[src/hw/rtl/pca_pkg.sv]
// shared constants, types and helper functions for the polar complex alu
package pca_pkg;

  // rotation / vectoring iterations
  localparam int CORDIC_STAGES       = 24;
  localparam int ATAN_ENTRIES        = 30;
  localparam int NSTG                = (CORDIC_STAGES > ATAN_ENTRIES) ? ATAN_ENTRIES :
                                       CORDIC_STAGES;
  localparam int EQUAL_TOLERANCE_LSB = 4;

  // datapath widths
  localparam int XW       = 52;   // cordic x and y, q.30
  localparam int ZW       = 36;   // cordic angle, q.30
  localparam int RW       = 35;   // reduced angle, q.30
  localparam int DIV_BITS = 48;   // quotient bits of the radius divide

  // operation codes
  localparam logic [2:0] OP_ADD   = 3'd0;
  localparam logic [2:0] OP_SUB   = 3'd1;
  localparam logic [2:0] OP_MUL   = 3'd2;
  localparam logic [2:0] OP_DIV   = 3'd3;
  localparam logic [2:0] OP_NEG   = 3'd4;
  localparam logic [2:0] OP_EQUAL = 3'd5;

  localparam logic [29:0]          K_Q30       = 30'd652032874;
  localparam logic signed [ZW-1:0] PI_Q30      = 36'sd3373259426;
  localparam logic signed [ZW-1:0] HALF_PI_Q30 = 36'sd1686629713;
  localparam logic signed [ZW-1:0] TWO_PI_Q30  = 36'sd6746518852;
  localparam logic signed [32:0]   PI_Q26      = 33'sd210828714;
  localparam logic signed [31:0]   TWO_PI_Q26  = 32'sd421657428;
  localparam logic [31:0]          ONE_Q16     = 32'd65536;

  typedef struct packed {
    logic signed [XW-1:0] x;
    logic signed [XW-1:0] y;
    logic signed [ZW-1:0] z;
  } cvec_t;

  typedef struct packed {
    logic [31:0]         rem;
    logic [DIV_BITS-1:0] dq;
    logic [31:0]         dvs;
  } dstep_t;

  // per stage sideband of one transaction
  typedef struct packed {
    logic               valid;
    logic [2:0]         kind;
    logic [31:0]        rad;
    logic signed [31:0] ang;
    logic               sat;
    logic               dz;
    logic               eq;
    logic               rmatch;
    logic               flip_a;
    logic               flip_b;
    logic               vzero;
  } side_t;

  function automatic logic signed [ZW-1:0] atan_q30(input logic [4:0] i);
    logic signed [ZW-1:0] v;
    case (i)
      5'd0:    v = 36'sh03243F6A8;
      5'd1:    v = 36'sh01DAC6705;
      5'd2:    v = 36'sh00FADBAFC;
      5'd3:    v = 36'sh007F56EA6;
      5'd4:    v = 36'sh003FEAB76;
      5'd5:    v = 36'sh001FFD55B;
      5'd6:    v = 36'sh000FFFAAA;
      5'd7:    v = 36'sh0007FFF55;
      5'd8:    v = 36'sh0003FFFEA;
      5'd9:    v = 36'sh0001FFFFD;
      5'd10:   v = 36'sh0000FFFFF;
      5'd11:   v = 36'sh00007FFFF;
      5'd12:   v = 36'sh00003FFFF;
      5'd13:   v = 36'sh00001FFFF;
      5'd14:   v = 36'sh00000FFFF;
      5'd15:   v = 36'sh000007FFF;
      5'd16:   v = 36'sh000003FFF;
      5'd17:   v = 36'sh000001FFF;
      5'd18:   v = 36'sh000000FFF;
      5'd19:   v = 36'sh0000007FF;
      5'd20:   v = 36'sh0000003FF;
      5'd21:   v = 36'sh0000001FF;
      5'd22:   v = 36'sh0000000FF;
      5'd23:   v = 36'sh00000007F;
      5'd24:   v = 36'sh00000003F;
      5'd25:   v = 36'sh00000001F;
      5'd26:   v = 36'sh00000000F;
      5'd27:   v = 36'sh000000008;
      5'd28:   v = 36'sh000000004;
      5'd29:   v = 36'sh000000002;
      default: v = '0;
    endcase
    return v;
  endfunction

  // truncating remainder of angle*16 by two pi; quotient never exceeds five
  function automatic logic signed [RW-1:0] reduce_q30(input logic signed [31:0] a);
    logic [35:0] z;
    logic [35:0] az;
    logic [35:0] m;
    logic [35:0] r;
    z  = {a, 4'b0000};
    az = a[31] ? (~z + 36'd1) : z;
    if (az >= 36'd33732594260)      m = 36'd33732594260;
    else if (az >= 36'd26986075408) m = 36'd26986075408;
    else if (az >= 36'd20239556556) m = 36'd20239556556;
    else if (az >= 36'd13493037704) m = 36'd13493037704;
    else if (az >= 36'd6746518852)  m = 36'd6746518852;
    else                            m = '0;
    r = az - m;
    if (a[31]) r = ~r + 36'd1;
    return r[RW-1:0];
  endfunction

  // fold into [-pi/2, pi/2]; top bit flags the half turn
  function automatic logic [ZW:0] fold_q30(input logic signed [RW-1:0] a);
    logic signed [ZW-1:0] zz;
    logic                 flip;
    zz   = {{(ZW-RW){a[RW-1]}}, a};
    flip = 1'b0;
    if (zz > PI_Q30) zz = zz - TWO_PI_Q30;
    if (zz < -PI_Q30) zz = zz + TWO_PI_Q30;
    if (zz > HALF_PI_Q30) begin
      zz   = zz - PI_Q30;
      flip = 1'b1;
    end else if (zz < -HALF_PI_Q30) begin
      zz   = zz + PI_Q30;
      flip = 1'b1;
    end
    return {flip, zz};
  endfunction

  function automatic logic ang_over(input logic signed [32:0] a);
    return a[32] != a[31];
  endfunction

  function automatic logic signed [31:0] clamp_ang(input logic signed [32:0] a);
    logic signed [31:0] v;
    if (a[32] != a[31]) v = a[32] ? 32'sh80000000 : 32'sh7FFFFFFF;
    else                v = a[31:0];
    return v;
  endfunction

endpackage

[src/hw/rtl/pca_div_cell.sv]
// one restoring division step, one quotient bit, with its output register
module pca_div_cell import pca_pkg::*; (
  input  logic   clk,
  input  logic   en,
  input  dstep_t d,
  output dstep_t q
);

  dstep_t      nxt;
  logic [32:0] t;
  logic [32:0] diff;
  logic        ge;

  always_comb begin
    t       = {d.rem, d.dq[DIV_BITS-1]};
    diff    = t - {1'b0, d.dvs};
    ge      = t >= {1'b0, d.dvs};
    nxt.rem = ge ? diff[31:0] : t[31:0];
    nxt.dq  = {d.dq[DIV_BITS-2:0], ge};
    nxt.dvs = d.dvs;
  end

  always_ff @(posedge clk) begin
    if (en) q <= nxt;
  end

endmodule

[config.mk]
export PLATFORM = sky130hd
export DESIGN_NAME = pca_div_cell
export DESIGN_NICKNAME = d
export VERILOG_FILES = /design/src/hw/rtl/pca_pkg.sv /design/src/hw/rtl/pca_div_cell.sv
export SDC_FILE = /design/constraint.sdc
export NUM_CORES = 1
export LEC_CHECK = 0
export BUFFER_PORTS_ARGS = -buffer_cell sky130_fd_sc_hd__clkbuf_2
export CORE_MARGIN = 3
export CORE_UTILIZATION = 44
export DETAILED_ROUTE_END_ITERATION = 8
export GPL_TIMING_DRIVEN = 0
export PLACE_DENSITY = 0.76
export SYNTH_ARGS = -nofsm -noshare
export SYNTH_HDL_FRONTEND = slang
export SYNTH_SLANG_ARGS = --single-unit
[constraint.sdc]
create_clock -name clk -period 2.4 [get_ports clk]
set_input_delay 0.24 -clock clk [delete_from_list [all_inputs] [get_ports clk]]
set_output_delay 0.24 -clock clk [all_outputs]
set_load 0.03 [all_outputs]
==> flow_summary.json, run 1 <==
{
  "root_buffer": "clkbuf_16",
  "synth_edf_count": 112,
  "yosys_warnings": 0,
  "power.leakage_uw": 0.00358,
  "critical_path.endpoint_type": "flop",
  "boundaryPins": 226,
  "max_slew_margin_pct": 60.2,
  "synthMostInstantiatedCell": "edfxtp_1",
  "synth_top_area_share_pct": 59.1,
  "violations": "negative setup slack",
  "arrival_ns": 2.51,
  "drc_errors": 0,
  "synth_cell_types": 49,
  "largest_register_ff_count": 112,
  "hold_path_class": "input port to flop",
  "critPathKind": "input port to flop",
  "ys_ff_latch": 112,
  "fin_util_pct": 66.3,
  "yosysTopAreaCell": "edfxtp_1",
  "start_util_pct": 46.2,
  "slowest_delay_ns": 0.43,
  "grt_pass1_vias": 4693,
  "place_ws_ns": -0.760,
  "fp.dieW_um": 120,
  "wl_mm": 16.1,
  "largestRegisters": "q: 112 flops",
  "outcome": "finished, violations left",
  "syn_inst": 471,
  "postSynth.asyncResetShare_pct": 0,
  "portBuffers": 225,
  "cts_tree": "built",
  "path_max_fanout": 6,
  "startpoint_type": "input port",
  "clk_pin_slew_ns": 0.08,
  "dieArea_mm2": 0.0143,
  "postLayoutSetupSlackWorst_ns": -0.00580,
  "grt_pass1_wl_mm": 23.9,
  "clock-sinks": 112,
  "overflow": 0,
  "yosysSeqAreaShare_pct": 59.1,
  "vias": 4659,
  "regMostFlops": "q",
  "nFillCells": 964,
  "worst_slew_pin_slew_ns": 0.597,
  "cpMaxStageDelayCell": "a2111oi_4",
  "post_drt_wl_per_cell_um": 17.9,
  "syn-num-nets": 618,
  "worst-path-buf-inv": 3,
  "layout.nets": 876,
  "max_cap_viol_count": 0,
  "yosys_most_used_dff": "edfxtp_1",
  "rsz0062_at_grt": "yes",
  "area_growth_pct": 43.4,
  "rows": 40,
  "synth_area_per_cell_um2": 12.1,
  "insertedDiodeCount": 0,
  "slew_violations": 0,
  "ant_nets": 0,
  "synth_area_leaders": "edfxtp_1 (59%), ha_1 (7.0%), a21oi_1 (4.7%), inv_1 (3.0%), xnor2_1 (2.5%)",
  "grt_max_degree": 75,
  "setup_violations": 5,
  "cts_buffer_depth": 2,
  "cts_buffers": 9,
  "required_ns": 2.51,
  "ir_drop_mv": 0.332,
  "antenna_found_initial": 0,
  "synth_common_cells": "edfxtp_1 (112), a21oi_1 (54), inv_1 (46), nor2_1 (37), ha_1 (32)",
  "grtUsageTotal_pct": 21.5,
  "path_cells": "clkbuf_2, inv_1, ha_1, buf_6, a21oi_1, o21a_1, a2111oi_4, o31ai_4, a21oi_4, a211oi_2, xnor2_1, mux2_4",
  "p_per_area_mw_per_mm2": 699,
  "final_hold_viol_count": 0,
  "max_freq_mhz": 416,
  "multi_input_area_mm2": 0.00254,
  "min_period_ns": 2.41,
  "hpwl_mm": 12.0,
  "first_pass_iters": 5,
  "drtIter0Drc": 393,
  "htree_num_levels": 3,
  "drive_gt1_share_pct": 49.7,
  "die_h_um": 120,
  "coreArea_mm2": 0.0123,
  "crit_family": "compound AO/OA/AOI/OAI gates",
  "hold_buffers": 0,
  "synth_area_mm2": 0.00569,
  "gp_congestion": 0.885,
  "fin_crit_sh_pct": 100,
  "seq_area_mm2": 0.00336,
  "vias_per_cell": 5.17
}
[metrics by stage]
| step | TNS (ns) | cells | hold slack (ns) | cell area, µm² | power (µW) |
|---|---|---|---|---|---|
| floorplan | -2.42 | 471 | 0.339 | 5790 | 3520 |
| global placement | -33.35 | 864 | 0.418 | 7130 | 3990 |
| detailed placement | -18.35 | 865 | 0.419 | 7160 | 4020 |
| CTS | 0 | 889 | 0.0457 | 7800 | 5610 |
| global route | -1.14 | 902 | 0.0377 | 8160 | 5970 |
| finish | -0.0171 | 902 | 0.0560 | 8160 | 5700 |
[per-layer routing]
metal | track usage, % | wire length (µm) | vias to the layer above
met5 | 0 | 0 | -
met4 | 8.38 | 435 | 0
met3 | 6.93 | 1290 | 33
met2 | 38.6 | 8270 | 186
met1 | 23.7 | 6110 | 2183
li1 | - | - | 2257
[final timing paths]
kind                      to  slack (ns)  cells after the start   from
worst min-delay path   q[34]        0.06                      1  d[33]
worst max-delay path  q[110]      -0.006                     12  d[11]
[where the power goes]
part | switching (µW) | internal, µW | total, µW
Combinational | 1110 | 689 | 1800
Sequential | 50.8 | 2400 | 2450
Clock | 719 | 733 | 1450
[layout make-up]
cell class	count	area share, %
Multi-Input combinational cell	296	31.1
Buffer	11	1.84
Clock buffer	9	2.76
Timing Repair Buffer	253	17.5
Clock inverter	7	0.859
Sequential cell	112	41.2
Inverter	46	2.18
Tap cell	168	2.58
[cell usage in the layout, fill, tap and decap left out, types with 8 or more instances in the layout]
cell type	count
a21o_1	8
a21oi_2	12
edfxtp_1	112
nor2_1	24
nand4_1	8
xnor2_1	16
clkbuf_16	9
a21oi_1	39
o21ai_0	16
mux2_4	8
ha_1	17
nand2_1	21
buf_4	25
xor2_1	10
clkbuf_2	220
nor2_2	8
inv_1	42
ha_4	9
[timing repair]
| item | in CTS | in global routing |
|---|---|---|
| gates resized for setup | 51 | 58 |
| buffers inserted | 11 | 14 |
| setup endpoints to repair | 32 | 32 |
| pin swaps | 12 | 18 |
| cloned | 2 | 0 |
[kinds of logic after synthesis]
logic type	after synthesis	share of synthesized area, %
flip-flops	112	59.1
adder cells (fa/ha/maj)	33	7.39
buffers and inverters	63	4.99
AND/OR/NAND/NOR	107	9.19
XOR/XNOR	26	4.00
AO/OA/AOI/OAI	120	12.9
multiplexers	10	2.46
No activity file was read; power rests on OpenSTA's default activity.
==> run 2, diff against run 1 <==
--- a/config.mk
+++ b/config.mk
@@ -8,6 +8,7 @@
 export BUFFER_PORTS_ARGS = -buffer_cell sky130_fd_sc_hd__clkbuf_2
 export CORE_MARGIN = 3
 export CORE_UTILIZATION = 44
+export CTS_CLUSTER_DIAMETER = 40
 export DETAILED_ROUTE_END_ITERATION = 8
 export GPL_TIMING_DRIVEN = 0
 export PLACE_DENSITY = 0.76
==> constraint.sdc (replaced) <==
create_clock -name clk -period 2.05 [get_ports clk]
set_input_delay 0.205 -clock clk [delete_from_list [all_inputs] [get_ports clk]]
set_output_delay 0.205 -clock clk [all_outputs]
set_load 0.03 [all_outputs]
==> flow_summary.json, run 2 (same netlist as run 1, synthesis figures left out) <==
{
  "final_cell_mix": "clkbuf_2 (219), edfxtp_1 (112), inv_1 (40)",
  "nFillCells": 881,
  "worstSetupEndpoint": "q[104]",
  "cts_tree": "built",
  "min_period_ns": 2.36,
  "critical_path.endpoint_type": "flop",
  "cts_buffer_depth": 2,
  "rows": 40,
  "slowest_delay_ns": 0.46,
  "placedCellCount": 865,
  "path_cells": "clkbuf_2, ha_4, buf_6, buf_6, nand4_1, a2111oi_4, o31ai_4, a21oi_4, a21oi_1, nand4b_1, mux2_4",
  "dieArea_mm2": 0.0143,
  "path_max_fanout": 7,
  "crit_start": "d[90]",
  "worst-path-buf-inv": 3,
  "largestRegisters": "q: 112 flops",
  "rsz0062_at_grt": "yes",
  "power.leakage_uw": 0.00367,
  "ir_drop_mv": 0.369,
  "cpMaxStageDelayCell": "a2111oi_4",
  "critPathKind": "input port to flop",
  "hold_path_class": "input port to flop",
  "boundaryPins": 226,
  "layout.nets": 884,
  "arrival_ns": 2.46,
  "crit_family": "compound AO/OA/AOI/OAI gates",
  "slew_violations": 0,
  "grtUsageTotal_pct": 22.4,
  "largest_register_ff_count": 112,
  "multi_input_area_mm2": 0.00273,
  "cp.depth": 11,
  "required_ns": 2.16,
  "fp.dieW_um": 120,
  "area_growth_pct": 49.1,
  "drtIter0Drc": 394,
  "wl_mm": 17.0,
  "max_cap_viol_count": 0,
  "max_freq_mhz": 424,
  "vias": 4779,
  "clock-sinks": 112,
  "violations": "negative setup slack",
  "post_drt_wl_per_cell_um": 18.6,
  "drc_errors": 0,
  "outcome": "finished, violations left",
  "start_util_pct": 46.2,
  "final_hold_viol_count": 0,
  "p_per_area_mw_per_mm2": 823,
  "max_slew_margin_pct": 59.5,
  "clk_pin_slew_ns": 0.08,
  "ant_nets": 0,
  "overflow": 0,
  "gp_congestion": 0.857,
  "htree_num_levels": 3,
  "met2_usage_pct": 39.8,
  "vias_per_cell": 5.25,
  "setup_violations": 33,
  "fin_crit_sh_pct": 115,
  "final_common_cell": "clkbuf_2",
  "drive_gt1_share_pct": 53.6,
  "coreArea_mm2": 0.0123,
  "place_ws_ns": -0.966,
  "busiest_layer": "met2",
  "grt_max_degree": 72,
  "seq_area_mm2": 0.00336,
  "first_pass_iters": 5,
  "hpwl_mm": 11.9,
  "use_met1_pct": 25.9,
  "grt_pass1_vias": 4880,
  "postLayoutSetupSlackWorst_ns": -0.307,
  "startpoint_type": "input port",
  "regMostFlops": "q",
  "grt_pass1_wl_mm": 25.1,
  "grtUsageMet3_pct": 6.27,
  "portBuffers": 225,
  "fin_cells": 910,
  "die_h_um": 120,
  "worst_slew_pin_slew_ns": 0.608,
  "antenna_found_initial": 0,
  "insertedDiodeCount": 0,
  "cts_buffers": 9,
  "crit_top_cell": "buf_6",
  "root_buffer": "clkbuf_16"
}
run 2: changes by cell type in the layout (fill, tap and decap cells not counted), sizes merged:
cell,delta
buf,+8
bufinv,+1
clkinv,-1
clkinvlp,-1
inv,+1
run 2: final cells by class:
type,count,area share (%)
timing repair buffer,261,17.8
clock inverter,7,1.15
sequential,112,39.6
inverter,46,2.09
buffer,11,2.02
tap,168,2.48
multi-input combinational,296,32.1
clock buffer,9,2.65
run 2: worst min-delay path by stage:
| stage | from | endpoint | slack, ns | depth (start not counted) |
|---|---|---|---|---|
| floorplan | d[0] | q[0] | 0.30 | 0 |
| global placement | d[67] | q[68] | 0.38 | 1 |
| detailed placement | d[68] | q[69] | 0.38 | 1 |
| CTS | d[68] | q[69] | 0.009 | 1 |
| global route | d[60] | q[61] | 0.008 | 1 |
| finish | d[67] | q[68] | 0.02 | 1 |
run 2: stage by stage:
step	hold WS [ns]	setup TNS, ns	utilization [%]	total power (µW)	cell area [µm²]
2_1_floorplan	0.304	-12.59	-	4130	5800
3_3_place_gp	0.382	-80.08	58.0	4670	7140
3_5_place_dp	0.384	-28.20	58.2	4710	7170
4_1_cts	0.00939	-7.24	65.8	6810	8100
5_1_grt	0.00784	-9.74	68.9	7270	8490
6_report	0.0202	-7.32	68.9	6980	8490
run 2: what timing repair did:
action,CTS,global route
hold buffers,0,0
pin swaps,24,19
buffers inserted,23,9
setup endpoints to repair,33,33
gates resized for setup,85,70
cloned,2,1
run 2: per-layer routing:
metal	wire length, µm	share of wire [%]	up-vias
met5	0	0	-
met4	358	2.1	0
met3	1330	7.8	27
met2	8840	52	194
met1	6420	38	2287
li1	-	-	2271
run 2: power by group:
| group | total, µW | internal [µW] | switching [µW] | leakage, µW |
|---|---|---|---|---|
| Clock | 1850 | 987 | 867 | 0.000157 |
| Sequential | 2880 | 2810 | 64.8 | 0.00110 |
| Combinational | 2250 | 889 | 1360 | 0.00241 |
